## config.mk

```make
export PLATFORM = sky130hd
export DESIGN_NAME = http_chunked_body_deframer_flat
export DESIGN_NICKNAME = d
export VERILOG_FILES = /design/src/design/chbd_pkg.sv /design/src/design/chbd_in_if.sv /design/src/design/chbd_out_if.sv /design/src/design/http_chunked_body_deframer.sv /design/src/flat_wrapper.sv
export SDC_FILE = /design/constraint.sdc
export NUM_CORES = 1
export LEC_CHECK = 0
export ABC_AREA = 0
export BUFFER_PORTS_ARGS = -buffer_cell sky130_fd_sc_hd__buf_2
export CAP_MARGIN = 40
export CORE_MARGIN = 3
export CORE_UTILIZATION = 34
export CTS_BUF_LIST = sky130_fd_sc_hd__clkbuf_16
export CTS_CLUSTER_DIAMETER = 60
export CTS_CLUSTER_SIZE = 10
export DETAILED_ROUTE_END_ITERATION = 16
export GPL_TIMING_DRIVEN = 0
export PLACE_DENSITY = 0.48
export SYNTH_ARGS = -nofsm -noshare
export SYNTH_HDL_FRONTEND = slang
export SYNTH_SLANG_ARGS = --single-unit
```

## constraint.sdc

```tcl
create_clock -name clk -period 6.1 [get_ports clk]
set_clock_uncertainty 0.15 [all_clocks]
set_input_delay 0.305 -clock clk [delete_from_list [all_inputs] [get_ports clk]]
set_output_delay 0.305 -clock clk [all_outputs]
set_load 0.01 [all_outputs]
```

## src/design/chbd_pkg.sv

```systemverilog
// Shared types, constants and decode helpers for the chunked body deframer.
package chbd_pkg;

    localparam int SIZE_LINE_LIMIT = 9;
    localparam int COUNT_WIDTH     = 32;
    localparam int LINE_W          = $clog2(SIZE_LINE_LIMIT + 1);
    localparam int BODY_COUNT_W    = 32;
    localparam int CFG_DATA_W      = 32;
    localparam int CFG_INDEX_W     = 1;

    typedef logic [COUNT_WIDTH-1:0]  count_t;
    typedef logic [LINE_W-1:0]       line_len_t;
    typedef logic [BODY_COUNT_W-1:0] body_count_t;

    typedef enum logic [CFG_INDEX_W-1:0] {
        CFG_CHUNKED_MODE = 1'b0,
        CFG_BODY_LENGTH  = 1'b1
    } cfg_index_t;

    typedef enum logic [1:0] {
        ST_PAYLOAD  = 2'd0,
        ST_COMPLETE = 2'd1,
        ST_ERROR    = 2'd2
    } status_t;

    typedef enum logic {
        KIND_BYTE  = 1'b0,
        KIND_START = 1'b1
    } kind_t;

    localparam logic [7:0] CHAR_CR = 8'h0D;

    function automatic logic is_hex(input logic [7:0] c);
        return (c >= 8'h30 && c <= 8'h39) || (c >= 8'h61 && c <= 8'h66)
            || (c >= 8'h41 && c <= 8'h46);
    endfunction

    function automatic logic [3:0] hex_value(input logic [7:0] c);
        logic [3:0] v;
        v = 4'd0;
        if (c >= 8'h30 && c <= 8'h39)
        begin
            v = 4'(c - 8'h30);
        end
        else if (c >= 8'h61 && c <= 8'h66)
        begin
            v = 4'(c - 8'h57);
        end
        else if (c >= 8'h41 && c <= 8'h46)
        begin
            v = 4'(c - 8'h37);
        end
        return v;
    endfunction

    function automatic logic is_blank(input logic [7:0] c);
        return c == 8'h20 || c == 8'h09 || c == 8'h0A || c == 8'h0B || c == 8'h0C;
    endfunction

endpackage

```

## src/design/chbd_in_if.sv

```systemverilog
// Input channel: start markers and raw body bytes.
interface chbd_in_if;
    import chbd_pkg::*;

    logic       valid;
    logic       ready;
    logic       kind;
    logic [7:0] data_byte;

    modport source (output valid, output kind, output data_byte, input ready);
    modport sink   (input valid, input kind, input data_byte, output ready);
endinterface

```

## src/design/chbd_out_if.sv

```systemverilog
// Output channel: payload bytes, completion and framing error beats.
interface chbd_out_if;
    import chbd_pkg::*;

    logic        valid;
    logic        ready;
    logic [7:0]  out_byte;
    logic [1:0]  status;
    body_count_t body_count;

    modport source (output valid, output out_byte, output status, output body_count,
                    input ready);
    modport sink   (input valid, input out_byte, input status, input body_count,
                    output ready);
endinterface

```

## src/design/http_chunked_body_deframer.sv

```systemverilog
// Path: an input beat is captured in the input register when taken, then
// processed into the result register once that register is free or draining.
// Throughput: one input beat per cycle while the result side is not stalled; the result register holds one beat
// while the next input beat is taken and processed once the result drains.
// Reset: rst_n asynchronous, active low; clears both registers, config and
// the parser to idle with no body active.
module http_chunked_body_deframer (
    input  logic                              clk,
    input  logic                              rst_n,
    input  logic                              cfg_we,
    input  logic [chbd_pkg::CFG_INDEX_W-1:0]  cfg_index,
    input  logic [chbd_pkg::CFG_DATA_W-1:0]   cfg_data,
    chbd_in_if.sink                           body,
    chbd_out_if.source                        result
);
    import chbd_pkg::*;

    typedef enum logic [2:0] {
        PH_IDLE,
        PH_SIZE,
        PH_LF,
        PH_DATA,
        PH_TRAIL,
        PH_DRAIN,
        PH_LEN,
        PH_ERR
    } phase_t;

    // Configuration, sampled at the start marker.
    logic        chunked_mode_reg;
    logic [31:0] body_length_reg;

    // Input register.
    logic        s1_valid_reg;
    logic        s1_kind_reg;
    logic [7:0]  s1_byte_reg;

    // Parser state.
    phase_t      phase_reg, phase_next;
    count_t      size_acc_reg, size_acc_next;
    logic        digits_seen_reg, digits_seen_next;
    logic        digits_ended_reg, digits_ended_next;
    line_len_t   line_len_reg, line_len_next;
    count_t      remaining_reg, remaining_next;
    count_t      delivered_reg, delivered_next;
    logic [1:0]  skip_reg, skip_next;

    // Result register.
    logic        out_valid_reg, out_valid_next;
    logic [7:0]  out_byte_reg, out_byte_next;
    status_t     out_status_reg, out_status_next;
    body_count_t out_count_reg, out_count_next;

    logic        advance;
    logic        take;
    line_len_t   line_inc;
    count_t      remaining_dec;

    // Process the held beat once the result register is free or draining.
    assign advance    = s1_valid_reg && (!out_valid_reg || result.ready);
    assign body.ready = !s1_valid_reg || advance;
    assign take       = body.valid && body.ready;

    assign line_inc      = line_len_reg + line_len_t'(1);
    assign remaining_dec = remaining_reg - count_t'(1);

    always_comb
    begin
        phase_next        = phase_reg;
        size_acc_next     = size_acc_reg;
        digits_seen_next  = digits_seen_reg;
        digits_ended_next = digits_ended_reg;
        line_len_next     = line_len_reg;
        remaining_next    = remaining_reg;
        delivered_next    = delivered_reg;
        skip_next         = skip_reg;
        out_valid_next    = out_valid_reg && !result.ready;
        out_byte_next     = out_byte_reg;
        out_status_next   = out_status_reg;
        out_count_next    = out_count_reg;

        if (advance)
        begin
            out_valid_next  = 1'b0;
            out_byte_next   = 8'd0;
            out_status_next = ST_PAYLOAD;

            if (s1_kind_reg == KIND_START)
            begin
                // Abandon any body in flight and restart.
                size_acc_next     = '0;
                digits_seen_next  = 1'b0;
                digits_ended_next = 1'b0;
                line_len_next     = '0;
                delivered_next    = '0;
                skip_next         = 2'd0;
                remaining_next    = '0;
                if (chunked_mode_reg)
                begin
                    phase_next = PH_SIZE;
                end
                else if (body_length_reg == 32'd0)
                begin
                    // Empty fixed length body completes on the marker itself.
                    phase_next      = PH_IDLE;
                    out_valid_next  = 1'b1;
                    out_status_next = ST_COMPLETE;
                end
                else
                begin
                    remaining_next = count_t'(body_length_reg);
                    phase_next     = PH_LEN;
                end
            end
            else
            begin
                unique case (phase_reg)
                    PH_SIZE:
                    begin
                        if (s1_byte_reg == CHAR_CR)
                        begin
                            phase_next = PH_LF;
                        end
                        else
                        begin
                            line_len_next = line_inc;
                            if (line_inc >= line_len_t'(SIZE_LINE_LIMIT))
                            begin
                                phase_next      = PH_ERR;
                                out_valid_next  = 1'b1;
                                out_status_next = ST_ERROR;
                            end
                            else if (!digits_ended_reg)
                            begin
                                if (is_hex(s1_byte_reg))
                                begin
                                    // Error on a digit that would overflow the size.
                                    if (size_acc_reg[COUNT_WIDTH-1 -: 4] != 4'd0)
                                    begin
                                        phase_next      = PH_ERR;
                                        out_valid_next  = 1'b1;
                                        out_status_next = ST_ERROR;
                                    end
                                    else
                                    begin
                                        size_acc_next = {size_acc_reg[COUNT_WIDTH-5:0],
                                                         hex_value(s1_byte_reg)};
                                        digits_seen_next = 1'b1;
                                    end
                                end
                                else if (!(is_blank(s1_byte_reg) && !digits_seen_reg))
                                begin
                                    digits_ended_next = 1'b1;
                                end
                            end
                        end
                    end
                    PH_LF:
                    begin
                        // The byte after CR is dropped unchecked.
                        if (size_acc_reg == '0)
                        begin
                            skip_next  = 2'd2;
                            phase_next = PH_DRAIN;
                        end
                        else if (size_acc_reg > ~delivered_reg)
                        begin
                            // Total would overflow the count.
                            phase_next      = PH_ERR;
                            out_valid_next  = 1'b1;
                            out_status_next = ST_ERROR;
                        end
                        else
                        begin
                            remaining_next = size_acc_reg;
                            phase_next     = PH_DATA;
                        end
                    end
                    PH_DATA, PH_LEN:
                    begin
                        delivered_next = delivered_reg + count_t'(1);
                        remaining_next = remaining_dec;
                        out_valid_next = 1'b1;
                        out_byte_next  = s1_byte_reg;
                        if (remaining_dec == '0)
                        begin
                            if (phase_reg == PH_DATA)
                            begin
                                skip_next  = 2'd2;
                                phase_next = PH_TRAIL;
                            end
                            else
                            begin
                                phase_next = PH_IDLE;
                            end
                        end
                    end
                    PH_TRAIL:
                    begin
                        skip_next = skip_reg - 2'd1;
                        if (skip_reg == 2'd1)
                        begin
                            size_acc_next     = '0;
                            digits_seen_next  = 1'b0;
                            digits_ended_next = 1'b0;
                            line_len_next     = '0;
                            phase_next        = PH_SIZE;
                        end
                    end
                    PH_DRAIN:
                    begin
                        skip_next = skip_reg - 2'd1;
                        if (skip_reg == 2'd1)
                        begin
                            phase_next      = PH_IDLE;
                            out_valid_next  = 1'b1;
                            out_status_next = ST_COMPLETE;
                        end
                    end
                    PH_IDLE, PH_ERR:
                    begin
                        // Ignore bytes outside a body.
                    end
                    default:
                    begin
                    end
                endcase
            end

            out_count_next = body_count_t'(delivered_next);
        end
    end

    always_ff @(posedge clk or negedge rst_n)
    begin
        if (!rst_n)
        begin
            chunked_mode_reg <= 1'b0;
            body_length_reg  <= 32'd0;
            s1_valid_reg     <= 1'b0;
            s1_kind_reg      <= 1'b0;
            s1_byte_reg      <= 8'd0;
            phase_reg        <= PH_IDLE;
            size_acc_reg     <= '0;
            digits_seen_reg  <= 1'b0;
            digits_ended_reg <= 1'b0;
            line_len_reg     <= '0;
            remaining_reg    <= '0;
            delivered_reg    <= '0;
            skip_reg         <= 2'd0;
            out_valid_reg    <= 1'b0;
            out_byte_reg     <= 8'd0;
            out_status_reg   <= ST_PAYLOAD;
            out_count_reg    <= '0;
        end
        else
        begin
            if (cfg_we)
            begin
                unique case (cfg_index_t'(cfg_index))
                    CFG_CHUNKED_MODE: chunked_mode_reg <= cfg_data[0];
                    CFG_BODY_LENGTH:  body_length_reg  <= cfg_data[31:0];
                    default:
                    begin
                    end
                endcase
            end

            // Hold the input beat until it is processed.
            if (take)
            begin
                s1_valid_reg <= 1'b1;
                s1_kind_reg  <= body.kind;
                s1_byte_reg  <= body.data_byte;
            end
            else if (advance)
            begin
                s1_valid_reg <= 1'b0;
            end

            phase_reg        <= phase_next;
            size_acc_reg     <= size_acc_next;
            digits_seen_reg  <= digits_seen_next;
            digits_ended_reg <= digits_ended_next;
            line_len_reg     <= line_len_next;
            remaining_reg    <= remaining_next;
            delivered_reg    <= delivered_next;
            skip_reg         <= skip_next;
            out_valid_reg    <= out_valid_next;
            out_byte_reg     <= out_byte_next;
            out_status_reg   <= out_status_next;
            out_count_reg    <= out_count_next;
        end
    end

    assign result.valid      = out_valid_reg;
    assign result.out_byte   = out_byte_reg;
    assign result.status     = out_status_reg;
    assign result.body_count = out_count_reg;

endmodule

```

## src/flat_wrapper.sv

```systemverilog
// flat-port wrapper written by rule: the top's interface ports become plain ports
module http_chunked_body_deframer_flat import chbd_pkg::*;
  (clk, rst_n, cfg_we, cfg_index, cfg_data, body_valid, body_kind, body_data_byte, body_ready, result_valid, result_out_byte, result_status, result_body_count, result_ready);
  chbd_in_if body_i ();
  chbd_out_if result_i ();
  input  logic clk;
  input  logic rst_n;
  input  logic cfg_we;
  input  logic [chbd_pkg::CFG_INDEX_W-1:0] cfg_index;
  input  logic [chbd_pkg::CFG_DATA_W-1:0] cfg_data;
  input wire logic [$bits(body_i.valid)-1:0] body_valid;
  input wire logic [$bits(body_i.kind)-1:0] body_kind;
  input wire logic [$bits(body_i.data_byte)-1:0] body_data_byte;
  output wire logic [$bits(body_i.ready)-1:0] body_ready;
  output wire logic [$bits(result_i.valid)-1:0] result_valid;
  output wire logic [$bits(result_i.out_byte)-1:0] result_out_byte;
  output wire logic [$bits(result_i.status)-1:0] result_status;
  output wire logic [$bits(result_i.body_count)-1:0] result_body_count;
  input wire logic [$bits(result_i.ready)-1:0] result_ready;
  assign body_i.valid = body_valid;
  assign body_i.kind = body_kind;
  assign body_i.data_byte = body_data_byte;
  assign body_ready = body_i.ready;
  assign result_valid = result_i.valid;
  assign result_out_byte = result_i.out_byte;
  assign result_status = result_i.status;
  assign result_body_count = result_i.body_count;
  assign result_i.ready = result_ready;
  http_chunked_body_deframer u_core (.clk(clk), .rst_n(rst_n), .cfg_we(cfg_we), .cfg_index(cfg_index), .cfg_data(cfg_data), .body(body_i), .result(result_i));
endmodule
```

* Word-level counts from Yosys, hierarchy flattened *
Cells that the tools add are included.

storage, ports and cells
  register bits after elaboration = 161
  input port bits = 47
  output and inout bits = 44

cells by class
  add/sub/neg operators = 7
  order comparisons = 8
  equal/unequal tests = 28
  mux-type cells = 87
  bitwise logic cells = 2
  reduce and logical (&&, ||, !) cells = 40

operators by type and width
  operator               number
  $mux 32                14
  $pmux 32 s2            2
  $logic_not 32->1       3
  $mux 3                 14
  $eq 8x4->1 const B     5
  $add 32x1->32 const B  1
  $gt 32x32->1           1
  $not 32->32            1
  $sub 32x1->32 const B  1
  $mux 1                 29
  $mux 2                 13
  $mux 4                 6
  $ne 3x1->1 const B     6
  $ne 3x2->1 const B     6
  $ge 8x7->1 const B     2
  $le 8x7->1 const B     2
  $mux 8                 2
  $reduce_and 8->1       2
  $pmux 3 s5             1
  $pmux 2 s3             2
  $ne 5x1->1 const B     2
  $reduce_and 5->1       2
  $eq 3x3->1 const B     3
  $eq 8x6->1 const B     1
  other kinds (25)       51

* Depth between registers and ports, before layout *
  depth in word-level cells = 13
  mapped depth = 12

* Worst setup path before layout *
No wires, ideal clock.

  kind = register -> register
  start = register u_core.remaining_reg[0]
  end = register u_core.phase_reg[0]
  setup time = 0.128 ns
  arrival = 2.762 ns
  data required time = 5.822 ns
  slack = 3.061 ns
  stages on the path, launching flop included = 12
  path buffers = 1
  cell sequence = dfrtp_1 inv_1 ha_1 nor3b_1 nand4_1 clkbuf_1 nor4_1 xor2_1 a211oi_1 a31oi_1 nor3_4 mux2_1

between the ends
  longest elaborated chain between the ends = 4

RTL lines
  item                               line                               RTL
  from (decl)                        http_chunked_body_deframer.sv:44   count_t remaining_reg, remaining_next;
  from (signal assigned)             http_chunked_body_deframer.sv:286  remaining_reg <= remaining_next;
  $sub 32x1->32                      http_chunked_body_deframer.sv:65   assign remaining_dec = remaining_reg - count_t'(1);
  $logic_not 32->1                   http_chunked_body_deframer.sv:185  if (remaining_dec == '0)
  $ne 3x1->1 (no source line)        n/a
  $reduce_and 8->1 (no source line)  n/a
  to (signal assigned)               http_chunked_body_deframer.sv:281  phase_reg <= phase_next;
  to (decl)                          http_chunked_body_deframer.sv:39   phase_t phase_reg, phase_next;

Every way passes these cells.
A chain may end at the register's enable or synchronous reset.

* Worst setup path in the final report *
Same ends and word-level chain as after synthesis.

==> results.md <==
* Run status: completed
* RSZ-0062 raised after global routing: false
* Least-Margin Pin Slew at 0.8210 ns
* Pleak at 4.853 nW
* Clock tree buffer depth at 2
* Post-DRT Antenna Nets at 0
* Final setup viols at 0
* Synth area leaders: dfrtp_1 44%, nand2_1 6.8%, ha_1 5.7%
* CP required at 6.27 ns
* Skew-Pair Late Insertion Delay at 0.44 ns
* Post-Syn Area per Cell at 9.135 µm²
* Cts repair resizes at 0
* CTS Buf Count at 17
* Power per Cell Area at 361.1 nW/µm²
* Critical path fanouts, max at 10
* Largest net degree at the start of global routing at 96
* Util after Layout at 0.4240
* Total Power at 4.024 mW
* First-pass GRT wire length at 47.35 mm
* Most frequent cells after synthesis: 166 x nand2_1, 161 x dfrtp_1, 81 x nor2_1
* Post-synth net total at 1093
* Post-Synthesis Cell Area at 9171 µm²
* Startpoint types: flop
* Final HPWL DP at 21.76 mm
* Post-synthesis register bit count at 161
* Cell variety after synth at 65
* Die Ht at 170.2 µm
* Hold Fails Final Rpt at 0
* Async SR Flop Fraction at 1.000
* Max Transition Viols Final at 0
* Min Hold Slack at 0.04594 ns
* Core footprint at 26280 µm²
* Remaining Overflow, GRT at 0
* Arrival time worst endpoint at 4.35 ns
* Register area share after synthesis at 0.4393
* Vias in the first global route at 8167
* Crit. End Element: flop
* Layout fillers at 2622
* Layout area overhead at 21.50%
* CTS tree: done
* Final wirelength at 29.76 mm
* Setup_tns at 0 ns
* Relative slew slack at 0.4490
* H-tree depth at 4
* Share of the synthesized area in the top cell type at 0.4393
* Max Freq at 0.2393 GHz
* Fin crit period at 4.179 ns
* Starting DRT DRC Count at 797
* Initial antenna violation count at 0
* Most frequent cell after synthesis: nand2_1
* EDFF count, synth at 0
* Post-synth top flop: dfrtp_1
* I/O Pins at 91
* Maxcap violations at 0
* Via count at 8397
* Ant. Diodes at 0
* Wirelength per Cell at 19.72 µm
* Pre-Repair DR Iteration Count at 5
* Layout cell share with drive strength beyond 1 at 0.1525
* Initial core utilization at 0.3490
* Vias per std cell at 5.565
* Final worst slack at 1.921 ns
* Period Utilization, post-route at 0.6851
* Post-route DRC at 0
* Setup CP Type: reg -> reg
* VDD IR max at 0.1589 mV
* Clk pin slew, worst setup/hold paths at 0.07 ns
* Final #Nets at 1250
* Cell row count at 59
* Pre-CTS WS at 2.080 ns
* Die extent in x at 170.2 µm
* Type of the worst min-delay path: in -> reg
* Final GP Congestion at 0.8981
* I/O Buffers at 90
* Mapped Cells at 1004
* Die area at 28980 µm²
* CTS Sinks at 161
* Post-synth top area cell: dfrtp_1
* Total GRT Usage at 0.2085
* Root Driver: clkbuf_16
* Ys Warns at 0
[critical path, cell delays in order (launching register included)]
cell and delay (ns):
dfrtp_1 0.45, inv_1 0.11, ha_1 0.21, nor3b_1 0.62
nand4_1 0.33, clkbuf_1 0.32, nor4_1 0.36, xor2_1 0.14
a211oi_1 0.38, a31oi_1 0.33, nor3_4 0.34, mux2_1 0.35
[metrics by stage]
stage	area (µm²)	instances
finish	11140	1509
global route	11140	1509
CTS	11140	1509
detailed placement	10110	1434
global placement	10040	1429
floorplan	9171	1004
[cells by family after synthesis]
logic type	Yosys count	share of synthesized area
AOI/OAI and AO/OA	225	0.1599
adders and majority gates	42	0.05730
and+or+nand+nor	422	0.2217
xor gates and xnor gates	34	0.03247
DFF	161	0.4393
buffers and inverters	71	0.03001
muxes	49	0.05934
[where the power goes]
group          internal, mW  switching, mW
clock                 0.650          0.497
sequential             1.26          0.240
combinational         0.480          0.893
total                  2.39           1.63
[final timing paths]
| path | from | to | slack (ns) | cells past startpoint |
|---|---|---|---|---|
| worst max-delay path | u_core.remaining_reg[0]$_DFFE_PN0P_ | u_core.phase_reg[0]$_DFFE_PN0P_ | 1.92 | 11 |
| worst min-delay path | result_ready | u_core.s1_valid_reg$_DFFE_PN0P_ | 0.05 | 4 |
| worst max register to register | u_core.remaining_reg[0]$_DFFE_PN0P_ | u_core.phase_reg[0]$_DFFE_PN0P_ | 1.92 | 11 |
| worst min register to register | u_core.result.out_byte[4]$_DFFE_PN0P_ | u_core.result.out_byte[4]$_DFFE_PN0P_ | 0.31 | 2 |
| max in group asynchronous | rst_n | u_core.delivered_reg[17]$_DFFE_PN0P_ | 4.63 | 3 |
| min in group asynchronous | rst_n | u_core.remaining_reg[19]$_DFFE_PN0P_ | 0.27 | 2 |
[routing by layer]
metal  GRT usage  vias to the layer above  wire [µm]
met2      0.3291                      258      13620
met5           0                        -          0
met3     0.02997                       26       1486
met1      0.3022                     4098      14170
met4     0.05220                        0        481
li1            -                     4015          -
[cells in the final DEF (no fill, tap or decap), drive strengths merged, types with 4 or more instances in the layout]
cell type,synthesis,layout
ha,42,42
clkinv,1,6
nor2,81,81
mux2,43,43
inv,18,23
o31ai,11,11
nor2b,8,8
dfrtp,161,161
a221oi,12,12
or3,12,12
nand4,21,21
o22ai,4,4
nor4b,4,4
a222oi,15,15
a21oi,46,46
nand3,31,31
a31oi,9,9
or4,5,5
mux2i,6,6
o211ai,26,26
buf,6,100
nor3b,5,5
a211oi,7,7
xor2,24,24
o21ai,70,70
and3,10,10
o311ai,4,4
nor4,32,32
nor3,26,26
clkbuf,46,63
nand2,166,166
xnor2,10,10
dlygate4sd3,0,43
nand2b,7,7
[what timing repair did]
| action | CTS | global route |
|---|---|---|
| hold buffers | 43 | 0 |
| endpoints found under the hold margin | 109 | 0 |
| setup buffers | 0 | 0 |
[area by class of cell]
type | count | area (µm²) | share of cell area
Buffer | 52 | 203.9 | 0.01830
Inverter | 19 | 71.32 | 0.006400
Multi-Input combinational cell | 772 | 4867 | 0.4368
Clock buffer | 17 | 425.4 | 0.03818
Timing Repair Buffer | 138 | 945.9 | 0.08489
Sequential cell | 161 | 4029 | 0.3616
Clock inverter | 15 | 181.4 | 0.01628
Tap cell | 335 | 419.2 | 0.03762
(Power assumes the default switching activity.)
